--- config.mk ---
export PLATFORM = sky130hd
export DESIGN_NAME = cbd_ctrl
export DESIGN_NICKNAME = d
export VERILOG_FILES = /design/src/hdl/cbd_pkg.sv /design/src/hdl/cbd_ctrl.sv
export SDC_FILE = /design/constraint.sdc
export NUM_CORES = 1
export LEC_CHECK = 0
export BUFFER_PORTS_ARGS = -buffer_cell sky130_fd_sc_hd__buf_2
export CAP_MARGIN = 20
export CORE_ASPECT_RATIO = 1.1
export CORE_MARGIN = 4
export CORE_UTILIZATION = 56
export CTS_BUF_LIST = sky130_fd_sc_hd__clkbuf_4 sky130_fd_sc_hd__clkbuf_8
export DETAILED_ROUTE_END_ITERATION = 8
export PLACE_DENSITY = 0.83
export SYNTH_ARGS = -nofsm -noshare
export SYNTH_HDL_FRONTEND = slang
export SYNTH_SLANG_ARGS = --single-unit
--- constraint.sdc ---
create_clock -name clk -period 3.6 [get_ports clk]
set_clock_uncertainty 0.1 [all_clocks]
set_input_delay 0.72 -clock clk [delete_from_list [all_inputs] [get_ports clk]]
set_output_delay 0.72 -clock clk [all_outputs]
set_load 0.02 [all_outputs]
--- src/hdl/cbd_pkg.sv ---
// ----------------------------------------------------------------------------
// cbd_pkg: shared types and constants of the ring-buffer deque
// Capacity, index widths, operation codes and the control structs that
// pass between the index controller and the top level.
// ----------------------------------------------------------------------------
`default_nettype none

package cbd_pkg;

	localparam int DEPTH  = 1024;
	localparam int IDX_W  = (DEPTH > 1) ? $clog2(DEPTH) : 1;
	localparam int CNT_W  = $clog2(DEPTH + 1);
	localparam int WORD_W = 32;

	localparam logic signed [WORD_W-1:0] EMPTY_VALUE = -32'sd1;

	typedef enum logic [1:0] {
		ACT_PUSH_FRONT = 2'd0,
		ACT_POP_FRONT  = 2'd1,
		ACT_PUSH_BACK  = 2'd2,
		ACT_POP_BACK   = 2'd3
	} action_t;

	// At most one storage access per operation.
	typedef struct packed {
		logic              we;
		logic              re;
		logic [IDX_W-1:0]  addr;
		logic [WORD_W-1:0] wdata;
	} mem_req_t;

	// Status of one operation, carried to the output stage.
	typedef struct packed {
		logic use_ram;
		logic was_empty;
		logic push_refused;
	} res_t;

	function automatic logic [IDX_W-1:0] step_up(input logic [IDX_W-1:0] idx);
		logic [IDX_W-1:0] r;
		if (idx == IDX_W'(DEPTH - 1)) begin
			r = '0;
		end else begin
			r = idx + IDX_W'(1);
		end
		return r;
	endfunction

	function automatic logic [IDX_W-1:0] step_down(input logic [IDX_W-1:0] idx);
		logic [IDX_W-1:0] r;
		if (idx == '0) begin
			r = IDX_W'(DEPTH - 1);
		end else begin
			r = idx - IDX_W'(1);
		end
		return r;
	endfunction

endpackage

`default_nettype wire

--- src/hdl/cbd_ctrl.sv ---
// ----------------------------------------------------------------------------
// cbd_ctrl: front/back index and count controller
// Decides each operation, steps the indices and count, and issues the
// storage access for the word pushed or popped.
// ----------------------------------------------------------------------------
`default_nettype none

module cbd_ctrl
	import cbd_pkg::*;
(
	input  wire logic                clk,
	input  wire logic                arst_n,
	input  wire logic                take,
	input  wire logic [1:0]          action,
	input  wire logic [WORD_W-1:0]   data_value,
	output mem_req_t                 mem_req,
	output res_t                     result
);

	logic [IDX_W-1:0] front_q, back_q, front_d, back_d;
	logic [CNT_W-1:0] count_q, count_d;
	action_t          act;
	logic             is_push, empty, full;

	assign act   = action_t'(action);
	assign empty = (count_q == '0);
	assign full  = (count_q == CNT_W'(DEPTH));

	always_comb begin
		is_push = act inside {ACT_PUSH_FRONT, ACT_PUSH_BACK};
		front_d = front_q;
		back_d  = back_q;
		count_d = count_q;
		mem_req = '{we: 1'b0, re: 1'b0, addr: front_q, wdata: data_value};
		result  = '{use_ram: 1'b0, was_empty: 1'b0, push_refused: 1'b0};

		if (is_push) begin
			result.push_refused = full;
		end else begin
			result.was_empty = empty;
			result.use_ram   = !empty;
		end

		case (act)
			ACT_PUSH_FRONT: begin
				if (!full) begin
					front_d = empty ? front_q : step_down(front_q);
					count_d = count_q + CNT_W'(1);
					mem_req.we   = 1'b1;
					mem_req.addr = front_d;
				end
			end
			ACT_PUSH_BACK: begin
				if (!full) begin
					back_d  = empty ? back_q : step_up(back_q);
					count_d = count_q + CNT_W'(1);
					mem_req.we   = 1'b1;
					mem_req.addr = back_d;
				end
			end
			ACT_POP_FRONT: begin
				if (!empty) begin
					count_d = count_q - CNT_W'(1);
					mem_req.re   = 1'b1;
					mem_req.addr = front_q;
					if (count_q != CNT_W'(1)) begin
						front_d = step_up(front_q);
					end
				end
			end
			ACT_POP_BACK: begin
				if (!empty) begin
					count_d = count_q - CNT_W'(1);
					mem_req.re   = 1'b1;
					mem_req.addr = back_q;
					if (count_q != CNT_W'(1)) begin
						back_d = step_down(back_q);
					end
				end
			end
			default: begin
			end
		endcase

		if (!take) begin
			mem_req.we = 1'b0;
			mem_req.re = 1'b0;
		end
	end

	always_ff @(posedge clk or negedge arst_n) begin
		if (!arst_n) begin
			front_q <= '0;
			back_q  <= '0;
			count_q <= '0;
		end else if (take) begin
			front_q <= front_d;
			back_q  <= back_d;
			count_q <= count_d;
		end
	end

	a_count_bound: assert property (@(posedge clk) disable iff (!arst_n)
		count_q <= CNT_W'(DEPTH))
		else $error("entry count exceeds capacity");

	a_ends_meet: assert property (@(posedge clk) disable iff (!arst_n)
		(count_q <= CNT_W'(1)) |-> (front_q == back_q))
		else $error("front and back differ with at most one entry");

	a_pop_dec: assert property (@(posedge clk) disable iff (!arst_n)
		(take && mem_req.re) |=> (count_q == $past(count_q) - CNT_W'(1)))
		else $error("pop did not decrement the count");

	a_one_access: assert property (@(posedge clk) disable iff (!arst_n)
		!(mem_req.we && mem_req.re))
		else $error("read and write issued together");

endmodule

`default_nettype wire

==> results of run 1 <==
## Yosys cell counts, types with 10 or more instances
library cell / count
a21oi_1: 28
buf_4: 32
o21ai_0: 28
nand3_1: 28
o31ai_1: 10
dfrtp_1: 31
nor2_1: 36
nand2_1: 26
clkbuf_1: 35
nand4_1: 11
inv_1: 15
nor3_1: 15
## per-stage QoR
stage	hold slack, ns	util, %	instances	total power, W	setup slack (ns)
after CTS	0.4136	61.75	530	0.002606	0.006793
after detailed placement	0.4263	58.73	517	0.002180	0.1426
after global routing	0.4361	62.34	533	0.002866	0.00007994
after global placement	0.4237	58.73	517	0.002116	0.2384
after floorplan	0.3244	-	468	0.001824	0.3358
final	0.3853	62.34	533	0.002683	0.05286
## power groups by stage
stage / logic, W / clock network (W) / registers, W
3_3_place_gp: 0.00136 / 0 / 0.000753
2_1_floorplan: 0.00121 / 0 / 0.000618
3_5_place_dp: 0.00141 / 0 / 0.000765
5_1_grt: 0.00168 / 0.000388 / 0.000794
4_1_cts: 0.00148 / 0.000372 / 0.000756
6_report: 0.00155 / 0.000371 / 0.000764
## worst max-delay path by stage
stage	from	end	slack, ns	depth (start not counted)
global route	count_q[0]	mem_req[37]	0.00008	8
detailed placement	count_q[0]	mem_req[40]	0.14	8
CTS	count_q[0]	mem_req[40]	0.007	8
global placement	count_q[0]	mem_req[40]	0.24	8
finish	count_q[0]	mem_req[37]	0.05	8
floorplan	count_q[0]	mem_req[40]	0.34	8
## registers in the layout, indices dropped and copies added, names as in the netlist
register,flops
count_q,11
front_q,10
back_q,10
## cell type report
| class | count | area, um2 |
|---|---|---|
| fillers | 537 | 2227 |
| multi-input cells | 348 | 2281 |
| repair buffers | 54 | 360.3 |
| clock buffers | 6 | 82.58 |
| flip-flops and latches | 31 | 775.7 |
| clock inverters | 2 | 35.03 |
| inverters | 15 | 56.30 |
| well taps | 77 | 96.34 |
## cell families (layout without fill, tap and decap cells)
logic type      Yosys count  in the layout  synth area share (%)
flops                    31             31                 22.15
mux                       4              4                 1.143
compound gates          148            148                 30.01
simple gates            172            172                 26.15
buf+inv                  89             77                 13.68
fa+ha+maj                 8              8                 2.858
xor+xnor                 16             16                 4.002
## metal layers
metal / track usage, % / up-vias / routed length (um)
li1: - / 1698 / -
met1: 35.98 / 1767 / 4224
met2: 42.38 / 302 / 4787
met3: 4.977 / 55 / 1026
met4: 12.13 / 0 / 311
met5: 0 / - / 0
## repair_timing
action                                  CTS  global route
pin swaps                                 1             3
gates resized for setup                   6             4
buffers inserted                          5             3
endpoints found under the setup margin    6             8
## critical path, cell delays in order (launching register included)
cell	delay [ns]
dfrtp_1	0.41
inv_2	0.10
ha_4	0.16
or4b_4	0.50
or3_4	0.39
buf_4	0.17
a311o_1	0.32
a2bb2oi_1	0.19
buf_2	0.20
==> results.md, run 1 <==
Run status:
- The flow ran to the end, and the final reports show no timing, DRC or antenna violations.

Drt:
- Once detail routing completed, the nets flagged for antenna violations numbered 0.
- Summed over all layers, the routed wires come to 10.35 mm.
- Dividing the detail-routed wire length by the instance count gives 19.42 um.
- In the routed design, unresolved DRC markers number 0.
- The detailed router finished its first iteration with 721 violations.
- The via count is 3,822.
- The number of iterations in the first detailed-routing pass is 6.
- After detailed routing, the number of vias per cell comes to 7.171.

Critical path:
- For the worst flop-to-flop path, the logic depth is 7.
- STA classifies the critical path startpoint as a flop.
- The data arrival time at the worst-slack endpoint is 2.73 ns.
- The nature of the critical path endpoint is a primary output.
- The worst flop-to-flop path startpoint is count_q[0].
- The register-to-register setup slack is 0.94 ns.
- The critical path is of the flop to primary output type.
- In this run the critical register-to-register path is captured at count_q[9].
- The critical-path maximum fanout is 6.
- Data on the critical path is required at its endpoint by 2.78 ns.

Power and ir drop:
- In this run the static leakage power is 1.481 nW.
- The internal power summed over all cells is 0.001361 W.
- The analysis attributes to net switching a power of 0.001322 W.
- The fraction of power spent switching nets is 49.28%.
- The fraction of power consumed by the clock network is 13.8%.
- The total power density per cell area is 727.7 nW/um2.
- Of the total power, combinational logic draws 57.7%.
- VDD sags by at most 0.4620 mV.
- The register share of total power is 28.5%.

Yosys:
- Synthesis produced a netlist whose cell count is 468.
- In the synthesized netlist the dominant register cell turns out to be dfrtp_1.
- The share of Yosys cell area claimed by the top area cell type is 22.15%.
- The number of warnings reported in the yosys synthesis log is 0.
- In this run, synthesis inferred 0 flip-flops with an integrated enable.
- For this run, the register share of the synthesized area comes to 22.15%.
- The netlist uses 70 different library cells.
- Of all flip-flops after synthesis, the portion carrying an async set or reset was 100.0%.
- The largest total area in the synthesized netlist belongs to dfrtp_1.
- The mapped netlist covers 3502 um2.
- Ranked by total cell area, the synthesized netlist is headed by dfrtp_1 (22%), buf_4 (6.9%), a21oi_1 (4.0%).
- The number of nets in the synthesized netlist is 513.
- After synthesis the netlist holds a flip-flop and latch count of 31.
- Averaged over all synthesized cells, the footprint is 7.483 um2.

Clock tree:
- The post-cts hold buffer count is 0.
- CTS saw 31 sinks.
- The later pin in the worst-skew pair is clocked with a latency of 0.29 ns.
- TritonCTS built the clock tree.
- The buffer depth of the longest clock path is 2.
- The clock-pin slew on the worst setup and hold paths is 0.07 ns.
- In this run, CTS created clock tree buffers numbering 5.
- The cell at the root of the clock tree is clkbuf_8.
- The H-tree was split into 2 levels.

Timing:
- The upper clock frequency limit is 281.9 MHz.
- Setup repair after global routing left no endpoint under its margin.
- Setup total negative slack on the finished layout was measured at 0 ns.
- The setup violation total in the final timing report is 0.
- The actual transition at the worst max-transition pin is 0.8663 ns.
- The hold violation total from the final report is 0.
- The worst slew margin relative to its limit is 41.64%.
- The smallest clock period supported by the final layout is computed as 3.547 ns.
- The final cycle utilization of the critical path is 98.53%.
- The final count of pins violating max slew came to 0.

Layout:
- In the layout the commonest cells are nor2_1 (36), buf_4 (36), dfrtp_1 (31).
- The post-route netlist has 18.64% of its cells at a drive strength greater than 1.
- 0 antenna diodes ended up in the layout.
- The finished layout cell area is 3687 um2.
- After the last flow step, the layout net total stands at 500.
- The post-synthesis to final-layout area growth is 5.288%.

Place:
- The global placement routability congestion is 0.9578.
- Port buffering added 19 buffers.
- The instance area after placement is 3473 um2.
- The detailed placer's ending HPWL is 7.261 mm.

GRT:
- The largest net degree at the start of global routing is 32.
- For this run, the total global-route usage over all layers was measured as 26.93%.
- After global routing the overflow that remains totals 0.
- The via count of the first global-routing pass is 3,589.
- The number of antenna violations at the first check in global routing is 0.
- The wire length of the first global-routing pass is 17.22 mm.

Floorplanning:
- The die boundary height is 90.94 um.
- The die covers 7584 um2.
- The top-level port count is 84.
- The floorplan has 29 rows.
- The die is 83.40 um wide.
- The initial utilization of the core area, before any placement, comes to 59.21%.
- The core region is 5914 um2.

Min path:
- The path class of the tightest hold or removal check is input port to asynchronous set/reset pin.

Flow run:
- The max-cap violation count is 0.
Power figures use the tool's default switching activity.
==> run 2: changes to the inputs <==
--- a/config.mk
+++ b/config.mk
@@ -12,7 +12,7 @@
 export CORE_UTILIZATION = 56
 export CTS_BUF_LIST = sky130_fd_sc_hd__clkbuf_4 sky130_fd_sc_hd__clkbuf_8
 export DETAILED_ROUTE_END_ITERATION = 8
-export PLACE_DENSITY = 0.83
+export PLACE_DENSITY_LB_ADDON = 0.2
 export SYNTH_ARGS = -nofsm -noshare
 export SYNTH_HDL_FRONTEND = slang
 export SYNTH_SLANG_ARGS = --single-unit
==> results.md, run 2 (synthesized netlist as in run 1, its figures left out) <==
Clock tree:
- The clock-pin slew on the worst setup and hold paths is 0.07 ns (about the same).
- In this run the clock root is driven by a clkbuf_8.
- The clock sink count is 31 (unchanged).
- The TritonCTS clock tree is done.
- The number of CTS-inserted buffers is 5 (unchanged).
- The insertion delay to the later sink of the worst-skew pair is 0.29 ns (about the same).
- The number of H-tree levels is 2 (unchanged).
- The post-cts hold buffer count is 0 (unchanged).
- The buffer depth of the longest clock path is 2 (unchanged).

Timing:
- The actual transition at the worst max-transition pin is 0.8259 ns (-0.04040 ns).
- The worst slew margin relative to its limit came to 44.36% (+2.7 points).
- The upper clock frequency limit is 284.2 MHz (+0.80%).
- The final cycle utilization of the critical path is 97.74% (-0.79 points).
- The worst hold slack came to 0.3820 ns (-0.003295 ns).
- Setup repair after global routing could not meet its margin everywhere.
- The post-route minimum period was 3.519 ns (-0.02833 ns).
- The total negative slack is 0 ns (unchanged).
- The setup violation total in the final timing report is 0 (unchanged).
- The hold violation total from the final report was 0 (unchanged).
- The final count of pins violating max slew is 0 (unchanged).

Drt:
- The wire length reported by the detailed router came to 9.975 mm (-3.6%).
- The count of routing violations after the opening detailed-route iteration is 501 (-31%).
- The via-per-instance ratio is 6.994 (-2.5%).
- The number of iterations in the first detailed-routing pass is 5 (-1).
- The via count was 3,686 (-3.6%).
- The final routed DRC violation total is 0 (unchanged).
- The routed wire length per instance came to 18.93 um (-2.5%).
- The count of nets left with antenna violations after detail routing was 0 (unchanged).

Layout:
- The ratio of cells with drive above 1 in the final layout is 17.78% (-0.86 points).
- The number of nets in the final layout came to 495 (-1.0%).
- count_q holds more flip-flops than any other register.
- The number of inserted diodes is 0 (unchanged).
- The flip-flop count of the largest register after layout was 11 (unchanged).
- The non-filler instance count after layout came to 527 (-1.1%).
- Leaving out fill and tap cells, the most frequent cell in the layout is nor2_1.
- The largest registers in the layout are count_q x11, back_q x10, front_q x10.
- In the layout the commonest cells are nor2_1 (36), dfrtp_1 (31), buf_4 (31).
- From synthesis to final layout, the design area changed by 3.573%.

Critical path:
- The category of the critical setup timing path is flop to primary output.
- The slowest library cell on the worst path is or4_4.
- The critical path starts at count_q[6].
- The endpoint of the worst register-to-register path is count_q[10].
- The worst setup path is captured at a primary output.
- Traced cell by cell, the critical path runs through or4_4 > or3_4 > a22o_1 > a22o_1 > a211o_1 > buf_6.
- The biggest cell delay along the critical path came to 0.64 ns (+0.14 ns).
- The data arrival time at the worst-slack endpoint came to 2.70 ns (-0.03 ns).
- The register-to-register setup slack is 1.01 ns (+0.07 ns).
- The worst flop-to-flop path startpoint is count_q[1].
- The required arrival time at the worst endpoint is 2.78 ns (about the same).
- The capturing instance or port of the critical path is mem_req[40].
- The critical-path maximum fanout is 10 (+4).
- The path depth of the worst reg2reg path is 7 (unchanged).
- The cell occurring most often along the worst timing path is a22o_1.
- The worst setup path is launched from a flop.

Floorplanning:
- The die area is 7584 um2 (unchanged).
- The starting density of the core is 59.21% (unchanged).
- The top-level port count is 84 (unchanged).
- The core box area is 5914 um2 (unchanged).
- The die span in x was 83.40 um (unchanged).
- The die boundary height is 90.94 um (unchanged).
- The floorplan row count is 29 (unchanged).

GRT:
- The wire length of the first global-routing pass is 17.13 mm (-0.52%).
- The largest net degree at the start of global routing is 32 (unchanged).
- The global router's overall resource usage was 26.67% (-0.27 points).
- The via count of the first global-routing pass is 3,466 (-3.4%).
- The number of antenna violations at the first check in global routing was 0 (unchanged).
- The total overflow reported by the global router is 0 (unchanged).

Place:
- The number of placed instances, taps included was 517 (unchanged).
- The global placement routability congestion is 0.9889 (+3.2%).
- The number of port buffers is 19 (unchanged).
- The detailed placer's ending HPWL is 7.249 mm (-0.17%).

Run status:
- The flow ran to the end, and the final reports show no timing, DRC or antenna violations.

Power and ir drop:
- The total power is 0.002561 W (-4.6%).
- The leakage power figure was 1.440 nW (-2.8%).
- The peak ir drop on the vdd network is 0.3754 mV (-19%).
- The total power density per cell area is 706.0 nW/um2 (-3.0%).

Min path:
- The type of the worst min-delay path is input port to asynchronous set/reset pin.

Flow run:
- The max-cap violation count is 0 (unchanged).
==> run 2: metrics by stage <==
step	setup slack (ns)	util [%]	instance area, um2
2_1_floorplan	0.3358	-	3502
3_3_place_gp	0.2395	58.73	3473
3_5_place_dp	0.1855	58.73	3473
4_1_cts	0.01663	60.59	3583
5_1_grt	-0.01976	61.33	3627
6_report	0.08119	61.33	3627
==> run 2: power by group <==
part / internal [W] / switching (W) / total, W
Combinational: 0.000633 / 0.000895 / 0.00153
Sequential: 0.000501 / 0.000246 / 0.000746
Clock: 0.000150 / 0.000136 / 0.000286
Total: 0.00128 / 0.00128 / 0.00256
==> run 2: timing repair <==
item,in CTS,in global routing
endpoints found under the setup margin,3,8
pin swaps,0,0
gates resized for setup,4,7
buffers inserted,1,2
==> run 2: worst min-delay path by stage <==
stage	from	endpoint	slack, ns
after floorplan	arst_n	back_q[0]	0.32
after global placement	count_q[9]	count_q[9]	0.42
after detailed placement	count_q[9]	count_q[9]	0.43
after CTS	arst_n	count_q[5]	0.42
after global routing	arst_n	back_q[9]	0.45
final	arst_n	back_q[9]	0.38
==> run 2: layout make-up <==
cell class                 count  area [um2]
fill                         530        2287
inverter                      15       56.30
clock buffer                   6       82.58
multi-input combinational    348        2282
tap                           77       96.34
sequential                    31       775.7
timing repair buffer          49       329.1
clock inverter                 1       5.005
==> run 2: critical path: cells and delay by family, from the launching register on <==
kind,cells,cell delay (ns)
buffers and inverters,1,0.14
AOI/OAI and AO/OA,3,0.73
DFF,1,0.45
and+or+nand+nor,2,1.09
==> run 2: layer usage <==
layer / global-route usage (%) / share of wire (%) / vias up
met5: 0 / 0 / -
met4: 8.583 / 2.4 / 0
met3: 6.697 / 9.6 / 31
met2: 40.98 / 46 / 221
met1: 36.74 / 42 / 1744
li1: - / - / 1690
==> run 3: changes to the inputs <==
--- a/config.mk
+++ b/config.mk
@@ -9,10 +9,12 @@
 export CAP_MARGIN = 20
 export CORE_ASPECT_RATIO = 1.1
 export CORE_MARGIN = 4
-export CORE_UTILIZATION = 56
+export CORE_UTILIZATION = 40
 export CTS_BUF_LIST = sky130_fd_sc_hd__clkbuf_4 sky130_fd_sc_hd__clkbuf_8
+export CTS_CLUSTER_DIAMETER = 60
 export DETAILED_ROUTE_END_ITERATION = 8
 export PLACE_DENSITY_LB_ADDON = 0.2
+export SETUP_SLACK_MARGIN = 0.5
 export SYNTH_ARGS = -nofsm -noshare
 export SYNTH_HDL_FRONTEND = slang
 export SYNTH_SLANG_ARGS = --single-unit
==> results.md, run 3 (synthesized netlist as in run 1, its figures left out) <==
Floorplanning:
- The die boundary height is 106.1 um (+17%).
- The core box area was 8452 um2 (+43%).
- The top-level port count is 84 (unchanged).
- The starting density of the core is 41.44% (-18 points).
- The floorplan row count is 35 (+21%).
- The die span in x is 97.22 um (+17%).
- The die area is 10,320 um2 (+36%).

Layout:
- The non-filler instance count after layout is 592 (+12%).
- The number of nets in the final layout is 525 (+6.1%).
- Leaving out fill and tap cells, the most frequent cell in the layout is buf_4.
- The number of inserted diodes came to 0 (unchanged).
- The ratio of cells with drive above 1 in the final layout is 27.86% (+10 points).
- In the layout the commonest cells are buf_4 (58), nor2_1 (34), o21ai_0 (28), nand3_1 (28), a21oi_1 (27).
- The post-synthesis to final-layout area growth is 17.43%.
- The finished layout cell area is 4113 um2 (+13%).
- The area of the multi-input gates is 2429 um2 (+6.4%).
- The final-layout fill cell count is 792 (+49%).
- The register containing the most flip-flops in the final layout is count_q.
- The largest registers in the layout are count_q x11, back_q x10, front_q x10.
- The flip-flop count of the largest register after layout is 11 (unchanged).
- The combined flip-flop and latch cell area is 782.0 um2 (+0.81%).

Place:
- The global placement routability congestion is 0.9012 (-8.9%).
- The number of port buffers was 19 (unchanged).
- The detailed placer's ending HPWL was 7.726 mm (+6.6%).
- The number of placed instances, taps included is 550 (+6.4%).
- The post-place setup slack is 0.2278 ns (+0.04235 ns).
- The instance area after placement is 3527 um2 (+1.5%).

Timing:
- The final cycle utilization of the critical path is 97.80% (about the same).
- The final count of pins violating max slew is 0 (unchanged).
- The actual transition at the worst max-transition pin is 0.8569 ns (+0.03097 ns).
- The setup violation total in the final timing report is 0 (unchanged).
- The hold violation total from the final report was 0 (unchanged).
- The worst setup slack after layout is 0.07905 ns (-0.002139 ns).
- The post-route minimum period is 3.521 ns (+0.002139 ns).
- The worst slew margin relative to its limit is 42.39% (-2.0 points).
- The upper clock frequency limit came to 284.0 MHz (about the same).
- Setup repair after global routing could not meet its margin everywhere.
- The worst hold slack is 0.3841 ns (+0.002140 ns).
- The total negative slack is 0 ns (unchanged).

Critical path:
- The required arrival time at the worst endpoint is 2.78 ns (about the same).
- The worst register-to-register path ends at back_q[1].
- The capturing instance or port of the critical path is mem_req[40].
- The path depth of the worst reg2reg path was 11 (+4).
- The kind of start point of the critical path is a flop.
- The cell occurring most often along the worst timing path is a22o_1.
- On the critical path the largest part of the delay comes from simple AND/OR/NAND/NOR gates.
- The biggest cell delay along the critical path is 0.50 ns (-0.14 ns).
- The category of the critical setup timing path is flop to primary output.
- Among all stages on the critical path, the largest delay is contributed by or4b_4.
- The data arrival time at the worst-slack endpoint was 2.70 ns (about the same).
- The startpoint identified for the worst register-to-register timing path is count_q[7].
- The count of buffer and inverter cells on the critical path is 2 (+1).
- The register-to-register setup slack is 1.02 ns (about the same).
- The critical-path maximum fanout is 5 (-5).
- Walking the worst path, the cells encountered are inv_2 > ha_4 > or4b_4 > or3_4 > a22o_1 > a22o_1 > a211o_1 > buf_4.
- The origin of the worst setup path is count_q[1].
- The cell count along the critical path was 8 (+2).
- The worst setup path is captured at a primary output.

Clock tree:
- The post-cts hold buffer count is 0 (unchanged).
- The insertion delay to the later sink of the worst-skew pair is 0.30 ns (about the same).
- The number of H-tree levels is 2 (unchanged).
- The clock sink count is 31 (unchanged).
- The number of CTS-inserted buffers was 5 (unchanged).
- The clock-pin slew on the worst setup and hold paths came to 0.08 ns (about the same).
- The TritonCTS clock tree is done.
- The buffer depth of the longest clock path came to 2 (unchanged).
- In this run the clock root is driven by a clkbuf_8.

Run status:
- The run finished with clean final reports.

Power and ir drop:
- The leakage power figure is 1.657 nW (+15%).
- The peak ir drop on the vdd network is 0.3136 mV (-16%).
- The total power density per cell area is 715.1 nW/um2 (+1.3%).

Drt:
- The via count came to 3,836 (+4.1%).
- The count of routing violations after the opening detailed-route iteration is 396 (-21%).
- The via-per-instance ratio is 6.480 (-7.4%).
- The count of nets left with antenna violations after detail routing is 0 (unchanged).
- The number of iterations in the first detailed-routing pass is 6 (+1).
- The final routed DRC violation total is 0 (unchanged).
- The routed wire length per instance is 19.60 um (+3.5%).
- The wire length reported by the detailed router is 11.60 mm (+16%).

GRT:
- The largest net degree at the start of global routing was 32 (unchanged).
- The total overflow reported by the global router is 0 (unchanged).
- The global router's overall resource usage is 21.20% (-5.5 points).
- The via count of the first global-routing pass came to 3,502 (+1.0%).
- The wire length of the first global-routing pass is 18.29 mm (+6.8%).
- The number of antenna violations at the first check in global routing is 0 (unchanged).

Min path:
- In this run the worst hold path is classified as input port to asynchronous set/reset pin.

Flow run:
- The max-cap violation count was 0 (unchanged).
## run 3: changes by cell type in the layout (fill, tap and decap cells not counted), moves of 2 or more
| cell | change |
|---|---|
| buf_6 | +9 |
| dfrtp_1 | -5 |
| buf_2 | -7 |
| nor2_1 | -2 |
| o31ai_4 | +2 |
| a221oi_1 | -2 |
| dfrtp_2 | +5 |
| a221oi_2 | +2 |
| nor3_4 | +2 |
| clkbuf_4 | +2 |
| buf_4 | +27 |
| nor2_4 | +2 |
## run 3: per-layer routing
| layer | track usage [%] | vias to the layer above | part of all wire [%] |
|---|---|---|---|
| met2 | 35.70 | 196 | 48 |
| met4 | 6.429 | 0 | 2.6 |
| li1 | - | 1751 | - |
| met3 | 3.543 | 32 | 7.0 |
| met5 | 0 | - | 0 |
| met1 | 27.86 | 1857 | 42 |
## run 3: timing repair
| item | 4_1_cts | 5_1_grt |
|---|---|---|
| buffers inserted | 18 | 13 |
| endpoints found under the setup margin | 11 | 11 |
| resized for setup | 26 | 31 |
| gates cloned | 2 | 1 |
| pin swaps | 8 | 15 |
## run 3: metrics by stage
stage	utilization [%]	power, W
after floorplan	-	0.001841
after global placement	41.73	0.002190
after detailed placement	41.73	0.002204
after CTS	45.98	0.002691
after global routing	48.66	0.003148
final	48.66	0.002941
## run 3: final cells by class
cell class	instances	area share, %
Clock inverter	1	0.1217
Tap cell	111	3.377
Multi-Input combinational cell	348	59.05
Inverter	15	1.369
Timing Repair Buffer	79	15.03
Sequential cell	31	19.01
Clock buffer	7	2.038
## run 3: where the power goes
part / switching, W / total [W] / internal [W]
combinational: 0.00104 / 0.00187 / 0.000834
clock: 0.000149 / 0.000300 / 0.000151
sequential: 0.000260 / 0.000767 / 0.000506
## run 3: worst min path at each step
stage	end	slack [ns]	cells past startpoint
2_1_floorplan	back_q[0]	0.32	0
3_3_place_gp	count_q[9]	0.41	1
3_5_place_dp	count_q[9]	0.42	1
4_1_cts	count_q[2]	0.42	1
5_1_grt	count_q[9]	0.45	1
6_report	front_q[6]	0.38	1
